## src/hw/rtl/ncm_pkg.sv

```systemverilog
// ncm_pkg: shared types, field widths and codes for the nearest color match block
// no dependencies; imported by ncm_ram users, ncm_scan and nearest_color_match

package ncm_pkg;

  localparam int COMP_W          = 8;
  localparam int COLOR_W         = 3 * COMP_W;
  localparam int IDX_W           = 6;
  localparam int DIST_W          = 10;
  localparam int MAX_ENTRIES_DEF = 64;

  // operation codes
  localparam logic [1:0] OP_CLEAR  = 2'd0;
  localparam logic [1:0] OP_APPEND = 2'd1;
  localparam logic [1:0] OP_QUERY  = 2'd2;

  // status codes
  localparam logic [1:0] ST_OK    = 2'd0;
  localparam logic [1:0] ST_EMPTY = 2'd1;
  localparam logic [1:0] ST_FULL  = 2'd2;

  typedef struct packed {
    logic [1:0]        op;
    logic [COMP_W-1:0] comp0;
    logic [COMP_W-1:0] comp1;
    logic [COMP_W-1:0] comp2;
  } ncm_in_t;

  typedef struct packed {
    logic [1:0]        status;
    logic [IDX_W-1:0]  best_index;
    logic [DIST_W-1:0] best_distance;
  } ncm_out_t;

  // scan engine report back to the controller
  typedef struct packed {
    logic              done;
    logic [IDX_W-1:0]  index;
    logic [DIST_W-1:0] distance;
  } ncm_hit_t;

endpackage

```

## src/hw/rtl/ncm_ram.sv

```systemverilog
// ncm_ram: generic simple dual-port ram, one write and one registered read port
// no dependencies

module ncm_ram #(
  parameter int WIDTH = 24,
  parameter int DEPTH = 64,
  parameter int AW    = (DEPTH > 1) ? $clog2(DEPTH) : 1
) (
  input  logic             clk,
  input  logic             wr_en,
  input  logic [AW-1:0]    wr_addr,
  input  logic [WIDTH-1:0] wr_data,
  input  logic             rd_en,
  input  logic [AW-1:0]    rd_addr,
  output logic [WIDTH-1:0] rd_data
);

  logic [WIDTH-1:0] mem [DEPTH];
  logic [WIDTH-1:0] rd_data_r;

  always_ff @(posedge clk) begin
    if (wr_en) begin
      mem[wr_addr] <= wr_data;
    end
    if (rd_en) begin
      rd_data_r <= mem[rd_addr];
    end
  end

  assign rd_data = rd_data_r;

endmodule

```

## src/hw/rtl/ncm_scan.sv

```systemverilog
// ncm_scan: walks the color table one entry per cycle and keeps the nearest match
// depends on ncm_pkg; drives the read port of the table ram

module ncm_scan #(
  parameter int MAX_ENTRIES = ncm_pkg::MAX_ENTRIES_DEF,
  parameter int AW          = (MAX_ENTRIES > 1) ? $clog2(MAX_ENTRIES) : 1,
  parameter int CW          = $clog2(MAX_ENTRIES + 1)
) (
  input  logic                     clk,
  input  logic                     rst_n,
  input  logic                     start,
  input  logic [CW-1:0]            count,
  input  ncm_pkg::ncm_in_t         query,
  output logic                     rd_en,
  output logic [AW-1:0]            rd_addr,
  input  logic [ncm_pkg::COLOR_W-1:0] rd_data,
  output ncm_pkg::ncm_hit_t        hit
);

  import ncm_pkg::*;

  logic [CW-1:0]     addr_r, addr_nxt;
  logic [CW-1:0]     count_r;
  logic              issuing_r, issuing_nxt;
  logic              pend_r;
  logic [AW-1:0]     pend_idx_r;
  logic [DIST_W-1:0] best_dist_r;
  logic [AW-1:0]     best_idx_r;
  logic              done_r;
  ncm_in_t           qry_r;
  logic [DIST_W-1:0] cur_dist;

  function automatic logic [DIST_W-1:0] manhattan(
    input logic [COLOR_W-1:0] e,
    input ncm_in_t            q
  );
    logic [COMP_W-1:0] d0, d1, d2;
    d0 = (e[7:0]   > q.comp0) ? (e[7:0]   - q.comp0) : (q.comp0 - e[7:0]);
    d1 = (e[15:8]  > q.comp1) ? (e[15:8]  - q.comp1) : (q.comp1 - e[15:8]);
    d2 = (e[23:16] > q.comp2) ? (e[23:16] - q.comp2) : (q.comp2 - e[23:16]);
    return DIST_W'(d0) + DIST_W'(d1) + DIST_W'(d2);
  endfunction

  assign cur_dist = manhattan(rd_data, qry_r);
  assign rd_en    = issuing_r;
  assign rd_addr  = addr_r[AW-1:0];

  always_comb begin
    addr_nxt    = addr_r;
    issuing_nxt = issuing_r;
    if (start) begin
      addr_nxt    = '0;
      issuing_nxt = 1'b1;
    end else if (issuing_r) begin
      addr_nxt = CW'(addr_r + 1'b1);
      if (CW'(addr_r + 1'b1) == count_r) begin
        issuing_nxt = 1'b0;
      end
    end
  end

  always_ff @(posedge clk) begin
    if (!rst_n) begin
      issuing_r <= 1'b0;
      pend_r    <= 1'b0;
      done_r    <= 1'b0;
    end else begin
      issuing_r <= issuing_nxt;
      pend_r    <= issuing_r;
      done_r    <= pend_r && !issuing_r;
    end
    addr_r     <= addr_nxt;
    pend_idx_r <= addr_r[AW-1:0];
    if (start) begin
      count_r     <= count;
      qry_r       <= query;
      // all ones exceeds any real distance, so entry 0 always wins first
      best_dist_r <= '1;
      best_idx_r  <= '0;
    end else if (pend_r && (cur_dist < best_dist_r)) begin
      best_dist_r <= cur_dist;
      best_idx_r  <= pend_idx_r;
    end
  end

  assign hit.done     = done_r;
  assign hit.index    = IDX_W'(best_idx_r);
  assign hit.distance = best_dist_r;

endmodule

```

## src/hw/rtl/nearest_color_match.sv

```systemverilog
// nearest_color_match: top level, item decode, table count and result register
// depends on ncm_pkg, ncm_ram and ncm_scan

// Nearest color match keeps a table of up to MAX_ENTRIES colors (three 8-bit
// components each) in a single ram and answers one item at a time. An item
// either clears the table, appends a color at the next free index, or asks
// for the stored entry with the least Manhattan distance to a given color;
// ties go to the lowest index. Each item gives exactly one result transfer.
// Clear, append and unused codes go straight to the result register. In a
// query the ram read port is walked one entry per cycle, followed by the
// registered ram read, the scan done flag and the load of the result
// register. The input reopens once the result has moved into the output
// register, so a new item is taken only after the last one is through. A
// query on an empty table returns the empty status at once; an append to a
// full table is dropped with the full status. The result register lets the
// block take the next item while a finished result is still stalled at the
// output. The block needs no clearing pass after reset: only entries below
// the count are ever read, and an append always finishes its write before
// the next query starts reading, so no forwarding is needed.

module nearest_color_match #(
  parameter int MAX_ENTRIES = ncm_pkg::MAX_ENTRIES_DEF
) (
  input  logic              clk,
  input  logic              rst_n,
  input  logic              in_valid,
  output logic              in_stall,
  input  ncm_pkg::ncm_in_t  in_data,
  output logic              out_valid,
  input  logic              out_stall,
  output ncm_pkg::ncm_out_t out_data
);

  import ncm_pkg::*;

  localparam int AW = (MAX_ENTRIES > 1) ? $clog2(MAX_ENTRIES) : 1;
  localparam int CW = $clog2(MAX_ENTRIES + 1);

  typedef enum logic [1:0] {
    S_IDLE,
    S_SCAN,
    S_HOLD
  } state_t;

  state_t   state_r, state_nxt;
  logic [CW-1:0] count_r, count_nxt;
  ncm_out_t res_r, res_nxt;
  logic     out_valid_r, out_valid_nxt;
  ncm_out_t out_data_r, out_data_nxt;

  // table write side (appends)
  logic               wr_en;
  logic [COLOR_W-1:0] wr_data;

  // scan engine hookup
  logic               scan_start;
  logic               rd_en;
  logic [AW-1:0]      rd_addr;
  logic [COLOR_W-1:0] rd_data;
  ncm_hit_t           hit;

  logic in_xfer;
  logic table_full;

  assign in_xfer    = in_valid && !in_stall;
  assign table_full = (count_r == CW'(MAX_ENTRIES));
  assign wr_data    = {in_data.comp2, in_data.comp1, in_data.comp0};

  ncm_ram #(
    .WIDTH (COLOR_W),
    .DEPTH (MAX_ENTRIES),
    .AW    (AW)
  ) u_table (
    .clk     (clk),
    .wr_en   (wr_en),
    .wr_addr (count_r[AW-1:0]),
    .wr_data (wr_data),
    .rd_en   (rd_en),
    .rd_addr (rd_addr),
    .rd_data (rd_data)
  );

  ncm_scan #(
    .MAX_ENTRIES (MAX_ENTRIES),
    .AW          (AW),
    .CW          (CW)
  ) u_scan (
    .clk     (clk),
    .rst_n   (rst_n),
    .start   (scan_start),
    .count   (count_r),
    .query   (in_data),
    .rd_en   (rd_en),
    .rd_addr (rd_addr),
    .rd_data (rd_data),
    .hit     (hit)
  );

  // one item in flight; input is open only when idle
  assign in_stall = (state_r != S_IDLE);

  always_comb begin
    state_nxt     = state_r;
    count_nxt     = count_r;
    res_nxt       = res_r;
    out_valid_nxt = out_valid_r;
    out_data_nxt  = out_data_r;
    wr_en         = 1'b0;
    scan_start    = 1'b0;

    // output register drains on a transfer
    if (out_valid_r && !out_stall) begin
      out_valid_nxt = 1'b0;
    end

    unique case (state_r)
      S_IDLE: begin
        if (in_xfer) begin
          res_nxt   = '0;
          state_nxt = S_HOLD;
          unique case (in_data.op)
            OP_CLEAR: begin
              count_nxt = '0;
            end
            OP_APPEND: begin
              if (table_full) begin
                res_nxt.status = ST_FULL;
              end else begin
                wr_en              = 1'b1;
                res_nxt.best_index = IDX_W'(count_r);
                count_nxt          = CW'(count_r + 1'b1);
              end
            end
            OP_QUERY: begin
              if (count_r == '0) begin
                res_nxt.status = ST_EMPTY;
              end else begin
                scan_start = 1'b1;
                state_nxt  = S_SCAN;
              end
            end
            default: begin
              // unused code: table left unchanged, all-zero result
              res_nxt = '0;
            end
          endcase
        end
      end
      S_SCAN: begin
        if (hit.done) begin
          res_nxt.status        = ST_OK;
          res_nxt.best_index    = hit.index;
          res_nxt.best_distance = hit.distance;
          state_nxt             = S_HOLD;
        end
      end
      S_HOLD: begin
        // wait for the output register to be free (or freed this cycle)
        if (!out_valid_r || !out_stall) begin
          out_valid_nxt = 1'b1;
          out_data_nxt  = res_r;
          state_nxt     = S_IDLE;
        end
      end
      default: begin
        state_nxt = S_IDLE;
      end
    endcase
  end

  always_ff @(posedge clk) begin
    if (!rst_n) begin
      state_r     <= S_IDLE;
      count_r     <= '0;
      out_valid_r <= 1'b0;
    end else begin
      state_r     <= state_nxt;
      count_r     <= count_nxt;
      out_valid_r <= out_valid_nxt;
    end
    res_r      <= res_nxt;
    out_data_r <= out_data_nxt;
  end

  assign out_valid = out_valid_r;
  assign out_data  = out_data_r;

  // entry count never runs past the table size
  a_count_bound: assert property (@(posedge clk) disable iff (!rst_n)
    count_r <= CW'(MAX_ENTRIES))
    else $error("entry count exceeds table size");

  // scan finishes only while the controller waits for it
  a_done_in_scan: assert property (@(posedge clk) disable iff (!rst_n)
    hit.done |-> state_r == S_SCAN)
    else $error("scan done outside of scan state");

  // an accepted item closes the input until its result is loaded into the output register
  a_busy_after_xfer: assert property (@(posedge clk) disable iff (!rst_n)
    in_xfer |=> in_stall)
    else $error("input open right after a transfer");

  // no table write while the table is being walked
  a_no_write_in_scan: assert property (@(posedge clk) disable iff (!rst_n)
    rd_en |-> !wr_en)
    else $error("table write during scan");

endmodule

```

## config.mk

```make
export PLATFORM = sky130hd
export DESIGN_NAME = nearest_color_match
export DESIGN_NICKNAME = d
export VERILOG_FILES = /design/src/hw/rtl/ncm_pkg.sv /design/src/hw/rtl/ncm_ram.sv /design/src/hw/rtl/ncm_scan.sv /design/src/hw/rtl/nearest_color_match.sv
export SDC_FILE = /design/constraint.sdc
export NUM_CORES = 2
export LEC_CHECK = 0
export BUFFER_PORTS_ARGS = -buffer_cell sky130_fd_sc_hd__buf_4
export CAP_MARGIN = 10
export CORE_ASPECT_RATIO = 0.7
export CORE_UTILIZATION = 55
export DETAILED_ROUTE_END_ITERATION = 12
export PLACE_DENSITY = 0.76
export SLEW_MARGIN = 40
export SYNTH_ARGS = -nofsm -noshare
export SYNTH_HDL_FRONTEND = slang
export SYNTH_SLANG_ARGS = --single-unit
```

## constraint.sdc

```tcl
create_clock -name clk -period 6.54 [get_ports clk]
set_clock_uncertainty 0.2 [all_clocks]
set_input_delay 0.327 -clock clk [delete_from_list [all_inputs] [get_ports clk]]
set_output_delay 0.327 -clock clk [all_outputs]
set_load 0.01 [all_outputs]
```

==> run_results.csv <==
group,metric,value,unit
global_routing,grt_max_degree,73,
finish,fin_nets,3331,
finish,seqCellArea,0.0497,mm2
sta,setup_violations,0,
cts,cts_tree,"yes",
setup_path,setup.worst_path.class,"reg -> reg",
cts,h-tree-depth,4,
sta,relSlewSlack,41.2,%
floorplan,row_count,105,
placed_design,pre_cts_ws,0.214,ns
setup_path,cpPeakStageDelay,0.42,ns
drt,antenna_left,0,
finish,multi_input_area,0.0155,mm2
drt,vias,33000,
cts,root_buffer,"clkbuf_16",
hold_path,min_from,"in_data[24]",
synthesis,syn_area_per_cell,21.8,um2
global_routing,gr-max-usage-layer,"met2",
cts,cts_sinks,1669,
sta,fmax,0.163,GHz
placed_design,dp_hpwl,89400,um
finish,layout-drive-gt1-share,28.0,%
drt,drc,0,
synthesis,async_flop_share,0,%
finish,fillers,7582,
hold_path,holdCritPathClass,"in -> reg",
power_and_ir_drop,power_leakage,23.2,nW
flow_run,cap_viol_max_count,0,
sta,final.setup.tns,0,ns
synthesis,synth.distinct_cells,56,
floorplan,core_region_area,0.118,mm2
global_routing,antenna_found_initial,16,
cts,clk-insertion-delay-late,0.80,ns
global_routing,use_met1,39.2,%
cts,cts_max_path_buffers,3,
synthesis,synth-seq-cells,1669,
drt,wl_per_cell,33.5,um
global_routing,overflow,0,
synthesis,yosys_most_used_dff,"edfxtp_1",
finish,final_util,62.4,%
sta,fin_crit_sh,94.0,%
sta,worst_pin_slew,0.857,ns
cts,clkSlewWorstSetupHoldPaths,0.07,ns
power_and_ir_drop,powerDensity,370,mW/mm2
sta,worst_slack,0.392,ns
sta,whs,0.0766,ns
setup_path,cpLargestDelayFamily,"compound AO/OA/AOI/OAI gates",
floorplan,die_w,416,um
global_routing,met3_usage,7.33,%
drt,postRouteWirelength,164000,um
global_routing,grt_use_met2,41.2,%
floorplan,dieArea,0.121,mm2
setup_path,start_kind,"flip-flop",
synthesis,syn_area,0.0659,mm2
drt,vias_per_cell,6.75,
setup_path,cp.arrival,6.61,ns
outcome,status,"completed",
drt,first_pass_iters,6,
setup_path,crit_slowest_cell,"fa_1",
setup_path,crit_path_start,"u_table.rd_data[8]$_DFFE_PP_",
global_routing,grt_pass1_vias,33100,
global_routing,grt_use_total,27.3,%
global_routing,grt_pass1_wl,233000,um
synthesis,yosys_warnings,0,
power_and_ir_drop,ir_worst_vdd,355,uV
placed_design,port_buffers,49,
synthesis,ys_seq_area_share,75.4,%
synthesis,syn_nets,3143,
sta,period_minus_slack,6.15,ns
synthesis,synth_cells,3029,
setup_path,critical_path.max_fanout,16,
floorplan,initial_utilization,55.9,%
setup_path,critPathRequiredTime,7.01,ns
drt,initialDrtViolationCount,4950,
setup_path,cp_num_buf_inv,4,
setup_path,worst_r2r_startpoint,"u_table.rd_data[8]$_DFFE_PP_",
sta,hold_viol_final,0,
cts,numCtsBuffers,146,
floorplan,die_h,292,um
sta,maxSlewViolCount,0,
setup_path,worstSetupEndpointType,"flip-flop",
placed_design,gp_congestion,0.882,
floorplan,num_io_pins,50,
synthesis,synth-edff-count,1627,
finish,syn_to_final_growth,11.6,%
==> logic make-up (layout without fill, tap and decap cells) <==
logic type / count (synthesis) / after routing / share of synthesized area, %
adders and majority gates: 84 / 84 / 1.69
xor gates and xnor gates: 50 / 50 / 0.664
and+or+nand+nor: 303 / 303 / 2.11
other: 0 / 2 / 0
AOI/OAI and AO/OA: 181 / 181 / 1.79
muxes: 520 / 520 / 16.9
buffers and inverters: 222 / 529 / 1.47
DFF: 1669 / 1669 / 75.4
==> power breakdown <==
| part | internal, W | leakage, nW | switching (W) |
|---|---|---|---|
| sequential | 0.0119 | 15.0 | 0.000227 |
| combinational | 0.00311 | 6.00 | 0.00365 |
| clock | 0.00447 | 2.24 | 0.00393 |
| total | 0.0194 | 23.2 | 0.00781 |
==> per-layer routing <==
metal	vias up	wire (um)	part of all wire (%)
li1	13000	-	-
met1	17300	62300	38
met2	2412	76300	47
met3	272	20900	13
met4	10	4130	2.5
met5	-	65	0.040
==> state kept, by name, summed over array words and instances, names as in the netlist, 6 cells and up <==
| signal | cells |
|---|---|
| u_scan.count_r | 7 |
| u_scan.addr_r | 7 |
| u_scan.pend_idx_r | 6 |
| u_table.mem | 1536 |
| res_r | 18 |
| count_r | 7 |
| u_scan.best_idx_r | 6 |
| u_table.rd_data | 24 |
| u_scan.qry_r | 24 |
| out_data | 18 |
| u_scan.best_dist_r | 10 |
==> cells in the final DEF, fill, tap and decap left out, types with 43 or more instances in the layout <==
cell | synthesis | final
inv_1 | 77 | 77
nor2_2 | 0 | 62
nor2_1 | 135 | 71
clkbuf_16 | 0 | 149
ha_1 | 76 | 76
edfxtp_1 | 1627 | 1627
nand2_1 | 71 | 69
a21oi_1 | 45 | 43
buf_4 | 9 | 143
mux4_2 | 473 | 473
==> per-stage QoR <==
stage | cell area (um2) | instances | total power, W
after floorplan | 65900 | 3029 | 0.0167
after global placement | 68600 | 4585 | 0.0188
after detailed placement | 68600 | 4586 | 0.0189
after CTS | 73500 | 4884 | 0.0273
after global routing | 73600 | 4887 | 0.0280
final | 73600 | 4889 | 0.0273
==> final cells by class <==
cell class	instances	share of cell area (%)
multi-input cells	1138	21.0
well taps	1551	2.64
clock inverters	91	1.01
diodes	2	0.00680
repair buffers	184	2.12
clock buffers	176	5.21
inverters	78	0.398
flip-flops and latches	1669	67.6
==> synth_stat cells, types with 3 or more instances <==
cell / count / area, um2
fa_1: 8 / 160
or2_2: 3 / 18.8
mux4_2: 473 / 10700
or4_1: 4 / 30.0
mux2_2: 18 / 203
a31oi_1: 5 / 31.3
nor2b_1: 16 / 100
o211ai_1: 7 / 52.6
a21oi_1: 45 / 225
a211oi_1: 10 / 75.1
xnor2_1: 30 / 263
buf_2: 39 / 195
buf_1: 22 / 82.6
edfxtp_1: 1627 / 48900
and2_1: 22 / 138
a21o_1: 8 / 60.1
nor2_1: 135 / 507
and3_1: 5 / 31.3
nand3_1: 10 / 50.1
dfxtp_1: 42 / 841
xor2_1: 20 / 175
o221ai_1: 7 / 61.3
nand2b_1: 7 / 43.8
buf_6: 7 / 78.8
inv_1: 77 / 289
ha_1: 76 / 951
or3b_2: 4 / 35.0
clkbuf_1: 67 / 251
a22oi_1: 14 / 105
a21boi_0: 3 / 22.5
buf_4: 9 / 67.6
nor3b_1: 4 / 30.0
nand3b_1: 3 / 22.5
nand2_1: 71 / 267
o21a_1: 5 / 37.5
nand4_1: 10 / 62.6
o22ai_1: 34 / 213
mux2i_1: 29 / 290
o21ai_0: 28 / 140
nor3_1: 5 / 25.0
==> tightest hold or removal path, cell delays in order <==
cell and delay [ns]:
buf_4 0.11, inv_1 0.07, ha_1 0.23, nand3_1 0.08, nor3_1 0.05
==> worst paths after layout <==
path	endpoint	slack, ns	cells after the start
min	res_r[17]$_SDFFCE_PP0P_	0.08	5
min reg2reg	out_data[12]$_DFFE_PP_	0.22	0
max	u_scan.best_dist_r[8]$_SDFFE_PP1P_	0.39	25
max reg2reg	u_scan.best_dist_r[8]$_SDFFE_PP1P_	0.39	25
==> timing repair <==
action | 4_1_cts | 5_1_grt
endpoints found under the setup margin | 0 | 16
setup buffers | 0 | 2
hold buffers | 31 | 0
hold endpoints to repair | 1554 | 0
gates resized for setup | 0 | 6
Power figures use the tool's default switching activity.
